$ cat src/design/sftr_pkg.sv
package sftr_pkg;

    localparam int GLYPH_COLS   = 5;
    localparam int GLYPH_ROWS   = 8;
    localparam int GLYPH_W      = GLYPH_COLS * GLYPH_ROWS;
    localparam int COORD_W      = 16;
    localparam int SCALE_W      = 4;
    localparam int CODE_W       = 8;
    localparam int ROW_IDX_W    = $clog2(GLYPH_ROWS);
    localparam int ADV_W        = SCALE_W + 3;

    localparam logic [CODE_W-1:0]    NEWLINE_CODE = 8'h0A;
    localparam logic [CODE_W-1:0]    GLYPH_FIRST  = 8'h20;
    localparam logic [CODE_W-1:0]    GLYPH_LAST   = 8'h7A;
    localparam logic [ROW_IDX_W-1:0] LAST_ROW     = ROW_IDX_W'(GLYPH_ROWS - 1);

    // column c of the glyph sits in bits [8*c+7 : 8*c], dot row r at bit r of that byte
    typedef logic [GLYPH_W-1:0] glyph_t;

    typedef struct packed {
        logic                      valid;
        logic                      last;
        logic [COORD_W-1:0]        x;
        logic [COORD_W-1:0]        y;
        logic [SCALE_W-1:0]        side;
    } dot_t;

    function automatic glyph_t font_glyph(input logic [CODE_W-1:0] code);
        glyph_t g;
        begin
            case (code)
                8'h21: g = 40'h00005F0000;
                8'h22: g = 40'h0007000700;
                8'h23: g = 40'h147F147F14;
                8'h24: g = 40'h122A7F2A24;
                8'h25: g = 40'h6264081323;
                8'h26: g = 40'h5022554936;
                8'h27: g = 40'h0000030500;
                8'h28: g = 40'h0041221C00;
                8'h29: g = 40'h001C224100;
                8'h2A: g = 40'h14083E0814;
                8'h2B: g = 40'h08083E0808;
                8'h2C: g = 40'h0000305000;
                8'h2D: g = 40'h0808080808;
                8'h2E: g = 40'h0000606000;
                8'h2F: g = 40'h0204081020;
                8'h30: g = 40'h3E4549513E;
                8'h31: g = 40'h00407F4200;
                8'h32: g = 40'h4649516142;
                8'h33: g = 40'h314B454121;
                8'h34: g = 40'h107F121418;
                8'h35: g = 40'h3945454527;
                8'h36: g = 40'h3049494A3C;
                8'h37: g = 40'h0305097101;
                8'h38: g = 40'h3649494936;
                8'h39: g = 40'h1E29494906;
                8'h3A: g = 40'h0000363600;
                8'h3B: g = 40'h0000365600;
                8'h3C: g = 40'h0041221408;
                8'h3D: g = 40'h1414141414;
                8'h3E: g = 40'h0814224100;
                8'h3F: g = 40'h0609510102;
                8'h40: g = 40'h3E41794932;
                8'h41: g = 40'h7E1111117E;
                8'h42: g = 40'h364949497F;
                8'h43: g = 40'h224141413E;
                8'h44: g = 40'h1C2241417F;
                8'h45: g = 40'h414949497F;
                8'h46: g = 40'h010909097F;
                8'h47: g = 40'h7A4949413E;
                8'h48: g = 40'h7F0808087F;
                8'h49: g = 40'h00417F4100;
                8'h4A: g = 40'h013F414020;
                8'h4B: g = 40'h412214087F;
                8'h4C: g = 40'h404040407F;
                8'h4D: g = 40'h7F020C027F;
                8'h4E: g = 40'h7F1008047F;
                8'h4F: g = 40'h3E4141413E;
                8'h50: g = 40'h060909097F;
                8'h51: g = 40'h5E2151413E;
                8'h52: g = 40'h462919097F;
                8'h53: g = 40'h3149494946;
                8'h54: g = 40'h01017F0101;
                8'h55: g = 40'h3F4040403F;
                8'h56: g = 40'h1F2040201F;
                8'h57: g = 40'h3F4038403F;
                8'h58: g = 40'h6314081463;
                8'h59: g = 40'h0708700807;
                8'h5A: g = 40'h4345495161;
                8'h5B: g = 40'h0041417F00;
                8'h5C: g = 40'h2010080402;
                8'h5D: g = 40'h007F414100;
                8'h5E: g = 40'h0402010204;
                8'h5F: g = 40'h4040404040;
                8'h60: g = 40'h0004020100;
                8'h61: g = 40'h7854545420;
                8'h62: g = 40'h384444487F;
                8'h63: g = 40'h2044444438;
                8'h64: g = 40'h7F48444438;
                8'h65: g = 40'h1854545438;
                8'h66: g = 40'h0201097E08;
                8'h67: g = 40'h3E5252520C;
                8'h68: g = 40'h780404087F;
                8'h69: g = 40'h00407D4400;
                8'h6A: g = 40'h003D444020;
                8'h6B: g = 40'h004428107F;
                8'h6C: g = 40'h00407F4100;
                8'h6D: g = 40'h780418047C;
                8'h6E: g = 40'h780404087C;
                8'h6F: g = 40'h3844444438;
                8'h70: g = 40'h081414147C;
                8'h71: g = 40'h7C18141408;
                8'h72: g = 40'h080404087C;
                8'h73: g = 40'h2054545448;
                8'h74: g = 40'h2040443F04;
                8'h75: g = 40'h7C2040403C;
                8'h76: g = 40'h1C2040201C;
                8'h77: g = 40'h3C4030403C;
                8'h78: g = 40'h4428102844;
                8'h79: g = 40'h3C5050500C;
                8'h7A: g = 40'h444C546444;
                // space and every code outside the font render blank
                default: g = '0;
            endcase
            return g;
        end
    endfunction

endpackage

$ cat src/design/sftr_glyph_scan.sv
module sftr_glyph_scan (
    input  logic                          clk,
    input  logic                          rst_n,
    input  logic                          start,
    input  sftr_pkg::glyph_t              glyph,
    input  logic [sftr_pkg::COORD_W-1:0]  col,
    input  logic [sftr_pkg::COORD_W-1:0]  row,
    input  logic [sftr_pkg::SCALE_W-1:0]  scale,
    input  logic                          advance,
    output logic                          busy,
    output sftr_pkg::dot_t                dot
);

    sftr_pkg::glyph_t                    glyph_reg;
    logic [sftr_pkg::ROW_IDX_W-1:0]      row_idx_reg;
    logic [sftr_pkg::COORD_W-1:0]        x_reg;
    logic [sftr_pkg::COORD_W-1:0]        y_reg;
    logic [sftr_pkg::COORD_W-1:0]        base_row_reg;
    logic [sftr_pkg::SCALE_W-1:0]        scale_reg;
    logic                                busy_reg;
    logic                                rest_empty;
    logic [sftr_pkg::COORD_W-1:0]        scale_ext;

    assign rest_empty = ~|glyph_reg[sftr_pkg::GLYPH_W-1:1];
    assign scale_ext  = {{(sftr_pkg::COORD_W - sftr_pkg::SCALE_W){1'b0}}, scale_reg};

    // scan stops right after the last lit dot, so trailing blank bits cost nothing
    always_ff @(posedge clk or negedge rst_n)
    begin
        if (!rst_n)
        begin
            busy_reg <= 1'b0;
        end
        else if (start)
        begin
            busy_reg <= |glyph;
        end
        else if (advance && busy_reg)
        begin
            busy_reg <= !rest_empty;
        end
    end

    always_ff @(posedge clk)
    begin
        if (start)
        begin
            glyph_reg    <= glyph;
            row_idx_reg  <= '0;
            x_reg        <= col;
            y_reg        <= row;
            base_row_reg <= row;
            scale_reg    <= scale;
        end
        else if (advance && busy_reg)
        begin
            glyph_reg   <= glyph_reg >> 1;
            row_idx_reg <= row_idx_reg + 1'b1;
            if (row_idx_reg == sftr_pkg::LAST_ROW)
            begin
                x_reg <= x_reg + scale_ext;
                y_reg <= base_row_reg;
            end
            else
            begin
                y_reg <= y_reg + scale_ext;
            end
        end
    end

    assign busy      = busy_reg;
    assign dot.valid = busy_reg && glyph_reg[0];
    assign dot.last  = rest_empty;
    assign dot.x     = x_reg;
    assign dot.y     = y_reg;
    assign dot.side  = scale_reg;

endmodule

$ cat config.mk
export PLATFORM = sky130hd
export DESIGN_NAME = sftr_glyph_scan
export DESIGN_NICKNAME = d
export VERILOG_FILES = /design/src/design/sftr_pkg.sv /design/src/design/sftr_glyph_scan.sv
export SDC_FILE = /design/constraint.sdc
export NUM_CORES = 1
export LEC_CHECK = 0
export BUFFER_PORTS_ARGS = -buffer_cell sky130_fd_sc_hd__buf_2
export CORE_ASPECT_RATIO = 0.9
export CORE_UTILIZATION = 40
export DETAILED_ROUTE_END_ITERATION = 12
export HOLD_SLACK_MARGIN = 0.06
export PLACE_DENSITY = 0.63
export SLEW_MARGIN = 10
export SYNTH_ARGS = -nofsm -noshare
export SYNTH_HDL_FRONTEND = slang
export SYNTH_SLANG_ARGS = --single-unit
$ cat constraint.sdc
create_clock -name clk -period 2.1 [get_ports clk]
set_input_delay 0.21 -clock clk [delete_from_list [all_inputs] [get_ports clk]]
set_output_delay 0.21 -clock clk [all_outputs]
set_load 0.005 [all_outputs]
==> metrics.md <==
| Metric | Value |
|---|---|
| Status | `complete, no violations` |
| Setup TNS | `0 ns` |
| Switching share of power | `25.5%` |
| Design Area, Final | `6340 um2` |
| CTS tree | `yes` |
| Pin count of the biggest net entering global routing | `47` |
| Internal | `3.59 mW` |
| CTS Buffer Depth | `2` |
| Share of cells above drive strength 1 | `37.9%` |
| Synthesized net count | `488` |
| Post-Syn Instances | `396` |
| 1st-iter DRT viols | `249` |
| Post-synth EDFFs | `92` |
| Slew HR | `39.9%` |
| Compound-Gate Fraction of Synth Area | `9.87%` |
| Crit-path cells | `ha_1 -> a211o_1 -> a21o_1 -> a2111oi_0 -> nand3b_1` |
| Post-synth top flop | `edfxtp_1` |
| Top Family by Delay on Critical Path | `compound AO/OA/AOI/OAI gates` |
| Avg WL per Cell | `16.7 um` |
| Overall power | `4.82 mW` |
| WP buf/inv | `0` |
| Cts bufs inserted | `9` |
| Post-Layout Cell Count | `706` |
| Root Driver | `clkbuf_16` |
| Initial DRT Pass Iterations | `4` |
| FMAX | `490 MHz` |
| IR Drop Worst-Case VDD | `538 uV` |
| Setup CP Type | `flop to flop` |
| Final Hold Fails | `0` |
| WHS | `0.0859 ns` |
| Clk slew on worst S/H paths | `0.06 ns` |
| Chip Height | `108 um` |
| Crit path DAT | `2.25 ns` |
| IO buf count | `118` |
| Clk_lat worst skew | `0.35 ns` |
| Area of the multi-input gates | `2070 um2` |
| Leakage power | `2.43 nW` |
| Largest register FFs | `40` |
| Total number of H-tree levels | `3` |
| Slowest cell delay on critical path | `0.51 ns` |
| Ys async rst share | `1.04%` |
| Initial antenna violation count | `0` |
| Via count | `3833` |
| Die width | `120 um` |
| Register area share after synthesis | `57.2%` |
| Worst setup EP type | `flop` |
| Seq cells post-synth | `96` |
| Final WS setup | `0.0608 ns` |
| P_sw | `1.23 mW` |
| Fin crit period | `2.04 ns` |
| XOR/XNOR share of the synthesized area | `1.58%` |
| Final Util | `52.5%` |
| Crit share post-route | `97.1%` |
| HP Class | `input port to flop` |
| Final #Nets | `634` |
| GR Util All Layers | `18.9%` |
| Synth Warn # | `0` |
| Post-synthesis adder-cell area fraction | `3.32%` |
| RSZ-0062 raised after global routing | `no` |
| Clk pwr share | `30.1%` |
| Post-DRT Antenna Nets | `0` |
| Core Rows | `38` |
| Synth unique cells | `55` |
| Dpl hpwl | `8.42 mm` |
| Starting density of the core | `41.2%` |
| Simple-gate share of the synthesized area | `15.6%` |
| Filler cells | `1070` |
| GRT Residual Overflow | `0` |
| Slew @ Worst Pin | `0.900 ns` |
| Critical path fanouts, max | `5` |
| Area grow syn2layout | `27.3%` |
| Max cap viols | `0` |
| Placed insts | `668` |
| Placed inst area | `5810 um2` |
| Comb power frac | `18.1%` |
| Final slew viol count | `0` |
| Core Region | `12100 um2` |
| Sink Count | `96` |
| CP max stage cell | `edfxtp_1` |
| Data required time of the worst path | `2.31 ns` |
| Number of remaining DRC errors | `0` |
| Die footprint | `12900 um2` |
| Register share of total power | `51.7%` |
| WL final | `11.8 mm` |
| Sequential standard cell area | `2850 um2` |
| Syn Area/Cell | `12.6 um2` |
| Power per standard cell area | `761 nW/um2` |
| Pre-CTS WS | `-0.00171 ns` |
| Portion of netlist area occupied by mux cells | `9.67%` |
| Final weighted congestion in routability-driven placement | `0.780` |
| # diodes | `0` |
| Largest family of logic cells by synthesized area | `simple AND/OR/NAND/NOR gates` |
| First-pass GRT wire length | `18.8 mm` |
| Startpoint types | `flop` |
| Final setup vio count | `0` |
| Skew final | `0.00602 ns` |
| Vias in the first global route | `3706` |
| Post-Syn Area | `4980 um2` |
| Routed vias/inst | `5.43` |
| Boundary Pins | `119` |
[synth_stat cells (8+ instances only)]
cell type	instances	area, um2
nor2_1	8	30.0
a22oi_1	11	82.6
ha_1	10	125
buf_2	10	50.1
nor4_1	19	119
nor3_1	13	65.1
a21oi_1	8	40.0
nand3_1	24	120
mux2_2	41	462
o21ai_0	15	75.1
edfxtp_1	92	2760
nand2_1	29	109
nand4_1	14	87.6
[cells in the final DEF (no fill, tap or decap), types with 4 or more instances in the layout]
cell / count
a21o_1: 5
a21oi_1: 8
a22oi_1: 11
a31oi_1: 4
and3_1: 4
buf_2: 117
buf_4: 18
clkbuf_1: 4
clkbuf_16: 9
dlygate4sd3_1: 19
edfxtp_1: 92
ha_1: 7
inv_1: 6
mux2_2: 41
nand2_1: 28
nand3_1: 24
nand4_1: 14
nor2_1: 8
nor3_1: 13
nor3b_1: 5
nor4_1: 19
o211ai_1: 4
o21ai_0: 15
or4_1: 4
xnor2_1: 7
[per-layer routing]
layer / GRT usage [%] / part of all wire, %
met4: 5.36 / 1.2
met1: 23.6 / 44
met2: 30.6 / 48
met5: 0 / 0
met3: 7.26 / 7.1
[worst paths after layout]
check,start,end,slack (ns),depth (start not counted)
min reg2reg,row_idx_reg[2],row_idx_reg[2],0.46,2
min in group asynchronous,rst_n,busy,0.17,2
min,row[14],base_row_reg[14],0.09,1
max reg2reg,scale_reg[1],y_reg[7],0.06,5
max in group asynchronous,rst_n,busy,1.84,2
max,scale_reg[1],y_reg[7],0.06,5
[power groups by stage]
stage / Sequential [mW] / Clock [mW] / Combinational [mW]
2_1_floorplan: 2.49 / 0 / 0.496
3_3_place_gp: 2.52 / 0 / 0.781
3_5_place_dp: 2.53 / 0 / 0.803
4_1_cts: 2.49 / 1.49 / 0.833
5_1_grt: 2.52 / 1.57 / 0.967
6_report: 2.49 / 1.45 / 0.875
[layout make-up]
cell class | count | area share, %
repair buffers | 156 | 15.0
well taps | 160 | 3.16
clock buffers | 13 | 3.79
multi-input cells | 272 | 32.6
inverters | 7 | 0.415
clock inverters | 2 | 0.118
flip-flops and latches | 96 | 44.9
[kinds of logic (layout without fill, tap and decap cells)]
logic type,Yosys count,after routing
compound gates,68,68
xor+xnor,9,9
fa+ha+maj,12,12
buf+inv,28,178
flops,96,96
mux,43,43
simple gates,140,140
[timing repair]
item,in CTS,in global routing
resized for setup,1,12
hold endpoints to repair,19,0
hold buffers,19,0
setup buffers,0,5
pin swaps,0,8
setup endpoints to repair,2,16
No activity file was read; power rests on OpenSTA's default activity.
